<file path="config.mk">
export PLATFORM = sky130hd
export DESIGN_NAME = rtp_h264_fua_reassembler
export DESIGN_NICKNAME = d
export VERILOG_FILES = /design/src/rtl/core/rhfr_pkg.sv /design/src/rtl/core/rtp_h264_fua_reassembler.sv /design/src/rtl/core/rhfr_sps_ram.sv
export SDC_FILE = /design/constraint.sdc
export NUM_CORES = 1
export LEC_CHECK = 0
export ABC_AREA = 1
export BUFFER_PORTS_ARGS = -buffer_cell sky130_fd_sc_hd__buf_2
export CAP_MARGIN = 20
export CORE_MARGIN = 5
export CORE_UTILIZATION = 67
export CTS_BUF_LIST = sky130_fd_sc_hd__clkbuf_8
export CTS_CLUSTER_SIZE = 25
export DETAILED_ROUTE_END_ITERATION = 10
export PLACE_DENSITY = 0.93
export SLEW_MARGIN = 20
export SYNTH_ARGS = -nofsm -noshare
export SYNTH_HDL_FRONTEND = slang
export SYNTH_SLANG_ARGS = --single-unit
</file>
<file path="constraint.sdc">
create_clock -name clk -period 6.03 [get_ports clk]
set_clock_uncertainty 0.05 [all_clocks]
set_input_delay 1.206 -clock clk [delete_from_list [all_inputs] [get_ports clk]]
set_output_delay 1.206 -clock clk [all_outputs]
set_load 0.01 [all_outputs]
</file>
<file path="src/rtl/core/rhfr_pkg.sv">
`default_nettype none

package rhfr_pkg;

    localparam logic [15:0] RTP_HEADER_BYTES = 16'd12;
    localparam logic [15:0] FU_HEADER_POS    = 16'd13;
    localparam logic [15:0] PT_BYTE_POS      = 16'd1;
    localparam logic [15:0] INDEX_SAT        = 16'hFFFF;

    localparam logic [7:0] SPS_NAL_BYTE   = 8'h67;
    localparam logic [7:0] FUA_INDICATOR  = 8'h7C;
    localparam logic [7:0] NAL_HDR_BASE   = 8'h60;
    localparam logic [7:0] START_CODE_ONE = 8'h01;
    localparam logic [7:0] START_CODE_ZERO = 8'h00;
    localparam int         FU_END_BIT     = 6;
    localparam logic [6:0] PT_RESET       = 7'd96;
    localparam logic [1:0] START_CODE_LAST_CNT = 2'd3;

    typedef enum logic [1:0] {
        KIND_OTHER = 2'd0,
        KIND_SPS   = 2'd1,
        KIND_FUA   = 2'd2
    } kind_t;

    typedef enum logic [2:0] {
        ST_IDLE = 3'd0,
        ST_SC1  = 3'd1,
        ST_SPS  = 3'd2,
        ST_SC2  = 3'd3,
        ST_HDR  = 3'd4
    } state_t;

endpackage

`default_nettype wire

</file>
<file path="src/rtl/core/rtp_h264_fua_reassembler.sv">
`default_nettype none

// RTP H.264 FU-A reassembler. Datagram bytes enter on s_* (tlast on the final
// byte); the Annex-B stream leaves on m_* with tlast on the transaction that
// completes a unit and tuser low for a bare end marker. Payload bytes pass at
// one per cycle while the output is taken. The FU header that opens a unit
// holds the input while a sequencer emits start code, the stored SPS (at most
// SPS_MAX bytes) read from the SPS memory one entry per cycle while the output
// is taken, start code and the rebuilt NAL header. The SPS memory has no
// clearing pass; only committed entries are ever read.
module rtp_h264_fua_reassembler #(
    parameter int SPS_MAX = 48
) (
    input  wire logic       clk,
    input  wire logic       rst_n,
    // configuration: video_payload_type
    input  wire logic       cfg_valid,
    output logic            cfg_ready,
    input  wire logic [6:0] cfg_data,
    // input stream
    input  wire logic       s_tvalid,
    output logic            s_tready,
    input  wire logic [7:0] s_tdata,   // [7:0] data_byte
    input  wire logic       s_tlast,   // datagram_end
    // output stream
    output logic            m_tvalid,
    input  wire logic       m_tready,
    output logic [7:0]      m_tdata,   // [7:0] out_byte
    output logic            m_tuser,   // [0] byte_valid
    output logic            m_tlast    // unit_end
);

    localparam int AW = (SPS_MAX > 1) ? $clog2(SPS_MAX) : 1;
    localparam int LW = $clog2(SPS_MAX + 1);

    rhfr_pkg::state_t state_reg, state_next;
    rhfr_pkg::kind_t  kind_reg, kind_next, kind_eff;

    logic [6:0]    vpt_reg;
    logic [15:0]   byte_index_reg, byte_index_next;
    logic          tm_reg, tm_next;
    logic [LW-1:0] cap_reg, cap_next, cap_base;
    logic [LW-1:0] sps_length_reg, sps_length_next;
    logic          sps_ready_reg, sps_ready_next;
    logic          in_unit_reg, in_unit_next;
    logic [4:0]    unit_type_reg, unit_type_next;
    logic          end_frag_reg, end_frag_next;
    logic          hdr_last_reg, hdr_last_next;
    logic [1:0]    sc_cnt_reg, sc_cnt_next;
    logic [AW-1:0] sps_idx_reg, sps_idx_next;

    logic          out_valid_reg;
    logic [7:0]    out_byte_reg;
    logic          out_bv_reg;
    logic          out_last_reg;

    logic          out_free;
    logic          acc;
    logic          push;
    logic [7:0]    push_byte;
    logic          push_bv;
    logic          push_last;
    logic          open_unit;
    logic          sps_last_idx;
    logic          ef;

    logic          ram_we;
    logic [AW-1:0] ram_waddr;
    logic [7:0]    ram_rdata;

    assign out_free  = !out_valid_reg || m_tready;
    assign s_tready  = (state_reg == rhfr_pkg::ST_IDLE) && out_free;
    assign acc       = s_tvalid && s_tready;
    assign cfg_ready = 1'b1;

    assign m_tvalid = out_valid_reg;
    assign m_tdata  = out_byte_reg;
    assign m_tuser  = out_bv_reg;
    assign m_tlast  = out_last_reg;

    assign sps_last_idx = (LW'(sps_idx_reg) + LW'(1)) == sps_length_reg;

    rhfr_sps_ram #(
        .DEPTH (SPS_MAX),
        .AW    (AW)
    ) u_sps_ram (
        .clk   (clk),
        .we    (ram_we),
        .waddr (ram_waddr),
        .wdata (s_tdata),
        .raddr (sps_idx_next),
        .rdata (ram_rdata)
    );

    // sequencer next state
    always_comb
    begin
        state_next = state_reg;
        unique case (state_reg)
            rhfr_pkg::ST_IDLE:
            begin
                if (open_unit)
                begin
                    state_next = rhfr_pkg::ST_SC1;
                end
            end
            rhfr_pkg::ST_SC1:
            begin
                if (out_free && sc_cnt_reg == rhfr_pkg::START_CODE_LAST_CNT)
                begin
                    state_next = (sps_length_reg == '0) ? rhfr_pkg::ST_SC2
                                                        : rhfr_pkg::ST_SPS;
                end
            end
            rhfr_pkg::ST_SPS:
            begin
                if (out_free && sps_last_idx)
                begin
                    state_next = rhfr_pkg::ST_SC2;
                end
            end
            rhfr_pkg::ST_SC2:
            begin
                if (out_free && sc_cnt_reg == rhfr_pkg::START_CODE_LAST_CNT)
                begin
                    state_next = rhfr_pkg::ST_HDR;
                end
            end
            rhfr_pkg::ST_HDR:
            begin
                if (out_free)
                begin
                    state_next = rhfr_pkg::ST_IDLE;
                end
            end
            default:
            begin
                state_next = rhfr_pkg::ST_IDLE;
            end
        endcase
    end

    // datagram parsing and emission
    always_comb
    begin
        kind_eff        = kind_reg;
        kind_next       = kind_reg;
        byte_index_next = byte_index_reg;
        tm_next         = tm_reg;
        cap_base        = cap_reg;
        cap_next        = cap_reg;
        sps_length_next = sps_length_reg;
        sps_ready_next  = sps_ready_reg;
        in_unit_next    = in_unit_reg;
        unit_type_next  = unit_type_reg;
        end_frag_next   = end_frag_reg;
        hdr_last_next   = hdr_last_reg;
        sc_cnt_next     = sc_cnt_reg;
        sps_idx_next    = '0;
        open_unit       = 1'b0;
        ef              = 1'b0;
        ram_we          = 1'b0;
        ram_waddr       = cap_base[AW-1:0];
        push            = 1'b0;
        push_byte       = rhfr_pkg::START_CODE_ZERO;
        push_bv         = 1'b1;
        push_last       = 1'b0;

        unique case (state_reg)
            rhfr_pkg::ST_IDLE:
            begin
                if (acc)
                begin
                    if (byte_index_reg == rhfr_pkg::PT_BYTE_POS)
                    begin
                        tm_next = (s_tdata[6:0] == vpt_reg);
                    end
                    if (byte_index_reg == rhfr_pkg::RTP_HEADER_BYTES)
                    begin
                        kind_eff = rhfr_pkg::KIND_OTHER;
                        if (tm_reg && s_tdata == rhfr_pkg::SPS_NAL_BYTE)
                        begin
                            kind_eff = rhfr_pkg::KIND_SPS;
                            cap_base = '0;
                        end
                        else if (tm_reg && s_tdata == rhfr_pkg::FUA_INDICATOR
                                 && sps_ready_reg)
                        begin
                            kind_eff = rhfr_pkg::KIND_FUA;
                        end
                    end
                    cap_next  = cap_base;
                    ram_waddr = cap_base[AW-1:0];

                    if (kind_eff == rhfr_pkg::KIND_SPS
                        && byte_index_reg >= rhfr_pkg::RTP_HEADER_BYTES)
                    begin
                        if (cap_base < LW'(SPS_MAX))
                        begin
                            ram_we   = 1'b1;
                            cap_next = cap_base + LW'(1);
                        end
                    end
                    else if (kind_eff == rhfr_pkg::KIND_FUA
                             && byte_index_reg == rhfr_pkg::FU_HEADER_POS)
                    begin
                        if (!in_unit_reg)
                        begin
                            // opening fragment: end test compares the type with itself
                            open_unit      = 1'b1;
                            unit_type_next = s_tdata[4:0];
                            ef             = s_tdata[rhfr_pkg::FU_END_BIT];
                            in_unit_next   = !(s_tlast && ef);
                            hdr_last_next  = s_tlast && ef;
                            sc_cnt_next    = '0;
                        end
                        else
                        begin
                            ef = s_tdata[rhfr_pkg::FU_END_BIT]
                                 && (s_tdata[4:0] == unit_type_reg);
                            if (s_tlast && ef)
                            begin
                                // bare end marker
                                push         = 1'b1;
                                push_byte    = rhfr_pkg::START_CODE_ZERO;
                                push_bv      = 1'b0;
                                push_last    = 1'b1;
                                in_unit_next = 1'b0;
                            end
                        end
                        end_frag_next = ef;
                    end
                    else if (kind_eff == rhfr_pkg::KIND_FUA
                             && byte_index_reg > rhfr_pkg::FU_HEADER_POS
                             && in_unit_reg)
                    begin
                        push      = 1'b1;
                        push_byte = s_tdata;
                        push_last = s_tlast && end_frag_reg;
                        if (s_tlast && end_frag_reg)
                        begin
                            in_unit_next = 1'b0;
                        end
                    end

                    kind_next = kind_eff;
                    if (s_tlast)
                    begin
                        if (kind_eff == rhfr_pkg::KIND_SPS)
                        begin
                            sps_length_next = cap_next;
                            sps_ready_next  = 1'b1;
                        end
                        byte_index_next = '0;
                        tm_next         = 1'b0;
                        kind_next       = rhfr_pkg::KIND_OTHER;
                        end_frag_next   = 1'b0;
                    end
                    else if (byte_index_reg < rhfr_pkg::INDEX_SAT)
                    begin
                        byte_index_next = byte_index_reg + 16'd1;
                    end
                end
            end
            rhfr_pkg::ST_SC1,
            rhfr_pkg::ST_SC2:
            begin
                push      = out_free;
                push_byte = (sc_cnt_reg == rhfr_pkg::START_CODE_LAST_CNT)
                            ? rhfr_pkg::START_CODE_ONE : rhfr_pkg::START_CODE_ZERO;
                if (out_free)
                begin
                    sc_cnt_next = sc_cnt_reg + 2'd1;
                end
            end
            rhfr_pkg::ST_SPS:
            begin
                // memory read address runs one step ahead, so ram_rdata
                // always holds the entry at sps_idx_reg
                push         = out_free;
                push_byte    = ram_rdata;
                sps_idx_next = sps_idx_reg;
                if (out_free)
                begin
                    sps_idx_next = sps_last_idx ? '0 : sps_idx_reg + AW'(1);
                end
            end
            rhfr_pkg::ST_HDR:
            begin
                push      = out_free;
                push_byte = rhfr_pkg::NAL_HDR_BASE | {3'b000, unit_type_reg};
                push_last = hdr_last_reg;
            end
            default:
            begin
                push = 1'b0;
            end
        endcase
    end

    always_ff @(posedge clk or negedge rst_n)
    begin
        if (!rst_n)
        begin
            state_reg      <= rhfr_pkg::ST_IDLE;
            kind_reg       <= rhfr_pkg::KIND_OTHER;
            vpt_reg        <= rhfr_pkg::PT_RESET;
            byte_index_reg <= '0;
            tm_reg         <= 1'b0;
            cap_reg        <= '0;
            sps_length_reg <= '0;
            sps_ready_reg  <= 1'b0;
            in_unit_reg    <= 1'b0;
            unit_type_reg  <= '0;
            end_frag_reg   <= 1'b0;
            hdr_last_reg   <= 1'b0;
            sc_cnt_reg     <= '0;
            sps_idx_reg    <= '0;
            out_valid_reg  <= 1'b0;
        end
        else
        begin
            state_reg      <= state_next;
            kind_reg       <= kind_next;
            byte_index_reg <= byte_index_next;
            tm_reg         <= tm_next;
            cap_reg        <= cap_next;
            sps_length_reg <= sps_length_next;
            sps_ready_reg  <= sps_ready_next;
            in_unit_reg    <= in_unit_next;
            unit_type_reg  <= unit_type_next;
            end_frag_reg   <= end_frag_next;
            hdr_last_reg   <= hdr_last_next;
            sc_cnt_reg     <= sc_cnt_next;
            sps_idx_reg    <= sps_idx_next;
            if (cfg_valid && cfg_ready)
            begin
                vpt_reg <= cfg_data;
            end
            if (push)
            begin
                out_valid_reg <= 1'b1;
            end
            else if (m_tready)
            begin
                out_valid_reg <= 1'b0;
            end
        end
    end

    always_ff @(posedge clk)
    begin
        if (push)
        begin
            out_byte_reg <= push_byte;
            out_bv_reg   <= push_bv;
            out_last_reg <= push_last;
        end
    end

`ifndef NO_ASSERTIONS
    // an opening FU header starts the prefix sequence
    a_open_starts_prefix: assert property (@(posedge clk) disable iff (!rst_n)
        open_unit |=> (state_reg == rhfr_pkg::ST_SC1))
        else $error("opening header did not start prefix");

    // SPS readout stays within the committed length
    a_sps_idx_bound: assert property (@(posedge clk) disable iff (!rst_n)
        (state_reg == rhfr_pkg::ST_SPS) |-> (LW'(sps_idx_reg) < sps_length_reg))
        else $error("SPS read past committed length");

    // a transaction without data is only ever a zero end marker
    a_bare_marker: assert property (@(posedge clk) disable iff (!rst_n)
        (m_tvalid && !m_tuser) |-> (m_tlast && m_tdata == rhfr_pkg::START_CODE_ZERO))
        else $error("malformed bare end marker");

    // capture count never passes the store size
    a_cap_bound: assert property (@(posedge clk) disable iff (!rst_n)
        (cap_reg <= LW'(SPS_MAX)) && (sps_length_reg <= LW'(SPS_MAX)))
        else $error("SPS capture count out of range");
`endif

endmodule

`default_nettype wire

</file>
<file path="src/rtl/core/rhfr_sps_ram.sv">
`default_nettype none

module rhfr_sps_ram #(
    parameter int DEPTH = 48,
    parameter int AW    = 6
) (
    input  wire logic          clk,
    input  wire logic          we,
    input  wire logic [AW-1:0] waddr,
    input  wire logic [7:0]    wdata,
    input  wire logic [AW-1:0] raddr,
    output logic      [7:0]    rdata
);

    logic [7:0] mem [DEPTH];

    always_ff @(posedge clk)
    begin
        if (we)
        begin
            mem[waddr] <= wdata;
        end
    end

    always_ff @(posedge clk)
    begin
        rdata <= mem[raddr];
    end

endmodule

`default_nettype wire
</file>
==> flow_summary_export.csv <==
group,metric,value,unit
synth,netlist_instances,1998,
job,cap_violations,0,
synth,netlist_area,20800,um2
finish,num-fill-cells,2017,
setup_path,cp-start-kind,"register",
sta,drv_slew,0,
route,avgRoutedWirePerCell,22.4,um
synth,yosys_warnings,0,
place,placed_cell_area,21200,um2
setup_path,path_class,"reg2reg",
finish,final_cell_mix,"edfxtp_1, inv_1, nand2_1",
synth,yosys.area.top_type_share,56.9,%
finish,fin_nets,2054,
power_and_ir_drop,p_sw_share,38.0,%
clocking,clock_latency,0.60,ns
synth,synth_edf_count,394,
place,hpwl,34300,um
finish,largest_reg_flops,384,
power_and_ir_drop,ir_worst_vdd,249,uV
route,wirelength,55500,um
finish,post-route-util,73.8,%
power_and_ir_drop,power.total,9.30,mW
floorplan,die_area,34700,um2
place,pre_cts_ws,1.40,ns
clocking,clock-sinks,461,
synth,ys_ff_latch,461,
finish,area_growth,8.46,%
outcome,outcome,"finished, final reports clean",
clocking,cts_tree,"yes",
global_route,grt_antenna_before_repair,0,
synth,synth_top_area_cell,"edfxtp_1",
synth,ys_async_sr_fraction,12.8,%
sta,rsz0062_at_grt,"no",
synth,ys_types,56,
sta,relSlewSlack,41.3,%
synth,avgSynthCellArea,10.4,um2
setup_path,endpoint_kind,"register",
setup_path,r2r-start,"sps_idx_reg[0]$_DFF_PN0_",
floorplan,num_io_pins,34,
floorplan,num_rows,64,
global_route,overflow,0,
global_route,grt_pass1_vias,15600,
clocking,cts-resized-gates,0,
route,drcViolationCount,0,
setup_path,rr_endpoint,"u_sps_ram.rdata[3]$_DFF_P_",
floorplan,initial_core_util,68.0,%
power_and_ir_drop,power.leakage,9.03,nW
power_and_ir_drop,intPower,5.77,mW
global_route,grt_start_max_net_pins,125,
setup_path,path_max_fanout,73,
synth,synth_ff_type,"edfxtp_1",
place,io_buffers,32,
setup_path,reg2reg_slack,1.81,ns
synth,synthTopCellsByArea,"edfxtp_1, dfrtp_1, nand3_1",
power_and_ir_drop,combPwrFrac,32.0,%
power_and_ir_drop,power_switching,3.54,mW
finish,drive_gt1_share,11.3,%
setup_path,worstPathArrival,4.64,ns
clocking,cts_root_buffer,"clkbuf_8",
sta,setup_tns,0,ns
clocking,clkTransAtPathRegs,0.06,ns
synth,seq_area_frac_synth,64.7,%
synth,syn_nets,2026,
clocking,cts_buffers,73,
floorplan,die_x,186,um
finish,insertedDiodeCount,0,
clocking,htreeDepth,3,
place,gp_congestion,0.971,
finish,final_common_cell,"edfxtp_1",
power_and_ir_drop,power_frac_seq,40.9,%
route,ant_nets,0,
power_and_ir_drop,clockPowerShare,27.1,%
finish,finalInstanceArea,22600,um2
global_route,grt_use_total,32.2,%
route,drt_iter0_markers,2645,
floorplan,die-height,186,um
route,viasPerCell,6.40,
sta,fin_crit_sh,69.9,%
sta,setup_viol,0,
setup_path,reg2reg_depth,15,
power_and_ir_drop,p_per_area,412,nW/um2
min_path,hp-start,"sps_ready_reg$_DFFE_PN0P_",
clocking,cts_setup_buffers,0,
min_path,hold_path.class,"reg2reg",
sta,worst_pin_slew,0.881,ns
sta,setup_ws,1.81,ns
route,num_vias,15800,
sta,period_minus_slack,4.22,ns
route,first_pass_iters,6,
clocking,holdBufCountCts,0,
global_route,grt_pass1_wl,85700,um
setup_path,crit_start,"sps_idx_reg[0]$_DFF_PN0_",
sta,fmax,0.237,GHz
sta,hold_violations,0,
min_path,whs_path_depth,1,
setup_path,critPathRequiredTime,6.45,ns
clocking,clock_path_buffers,3,
min_path,holdPathEnd,"sps_ready_reg$_DFFE_PN0P_",
floorplan,coreArea,30600,um2
==> synthesized netlist by cell type (4+ instances only) <==
| library cell | instances |
|---|---|
| a211oi_1 | 5 |
| a21oi_1 | 14 |
| buf_2 | 47 |
| buf_4 | 6 |
| clkbuf_1 | 47 |
| dfrtp_1 | 57 |
| dfxtp_1 | 8 |
| edfxtp_1 | 394 |
| ha_1 | 7 |
| inv_1 | 257 |
| inv_2 | 14 |
| mux2_2 | 4 |
| nand2_1 | 270 |
| nand2_2 | 12 |
| nand3_1 | 260 |
| nand4_1 | 109 |
| nor2_1 | 226 |
| nor2_2 | 9 |
| nor3_1 | 13 |
| nor3_2 | 4 |
| nor4_1 | 4 |
| o211ai_1 | 46 |
| o21ai_0 | 102 |
| o21ai_1 | 8 |
| or2_1 | 8 |
| or2_2 | 19 |
| xor2_1 | 5 |
==> kinds of logic (layout without fill, tap and decap cells) <==
kind of cell / count (synthesis) / in the layout / synth area share (%)
other cells: 1 / 1 / 0.0180
xor+xnor: 8 / 8 / 0.337
buf+inv: 373 / 456 / 7.16
fa+ha+maj: 7 / 7 / 0.421
flops: 461 / 461 / 64.7
mux: 4 / 4 / 0.216
compound gates: 194 / 194 / 5.60
simple gates: 950 / 950 / 21.5
==> worst max-delay path, cell delays in order (launching register included) <==
cell and delay, ns:
dfrtp_1 0.45, ha_1 0.26, nand3_1 0.12, xor2_1 0.25
inv_1 0.08, nand2_1 0.07, nand2_1 0.09, nand3_4 0.34
buf_4 0.70, nand2_2 0.20, nor2_2 0.53, inv_2 0.36
nand3_1 0.21, nand3_1 0.09, nand3_1 0.14, nand2_1 0.08
==> worst max path at each step <==
stage,end,slack [ns],cells after the start
after floorplan,u_sps_ram.mem[10][0]$_DFFE_PP_,2.53,15
after global placement,u_sps_ram.rdata[0]$_DFF_P_,1.53,15
after detailed placement,u_sps_ram.rdata[7]$_DFF_P_,1.40,15
after CTS,u_sps_ram.rdata[6]$_DFF_P_,1.89,14
after global routing,u_sps_ram.rdata[5]$_DFF_P_,1.61,15
final,u_sps_ram.rdata[3]$_DFF_P_,1.81,15
==> metrics by stage <==
step / instances / hold slack [ns]
after floorplan: 1998 / 0.390
after global placement: 2347 / 0.413
after detailed placement: 2347 / 0.407
after CTS: 2477 / 0.422
after global routing: 2477 / 0.454
final: 2477 / 0.422
==> cell type report <==
cell class	count	area [um2]	area share (%)
clock buffers	78	1070	4.76
repair buffers	55	349	1.55
clock inverters	52	289	1.28
flip-flops and latches	461	13500	59.7
inverters	271	1020	4.52
well taps	396	495	2.20
multi-input cells	1164	5870	26.0
==> power by group through the flow <==
stage	registers [mW]	clock network (mW)	logic (mW)
2_1_floorplan	3.83	0	2.05
3_3_place_gp	3.86	0	2.76
3_5_place_dp	3.86	0	2.87
4_1_cts	3.80	2.53	2.89
5_1_grt	3.82	2.69	3.24
6_report	3.80	2.52	2.98
==> per-layer routing <==
metal,global-route usage [%],wire [um],vias to the layer above
met5,0,0,-
met4,19.5,3720,0
met3,7.41,6380,252
met2,49.9,25900,1183
met1,41.8,19600,7446
li1,-,-,6961
Power figures use the tool's default switching activity.
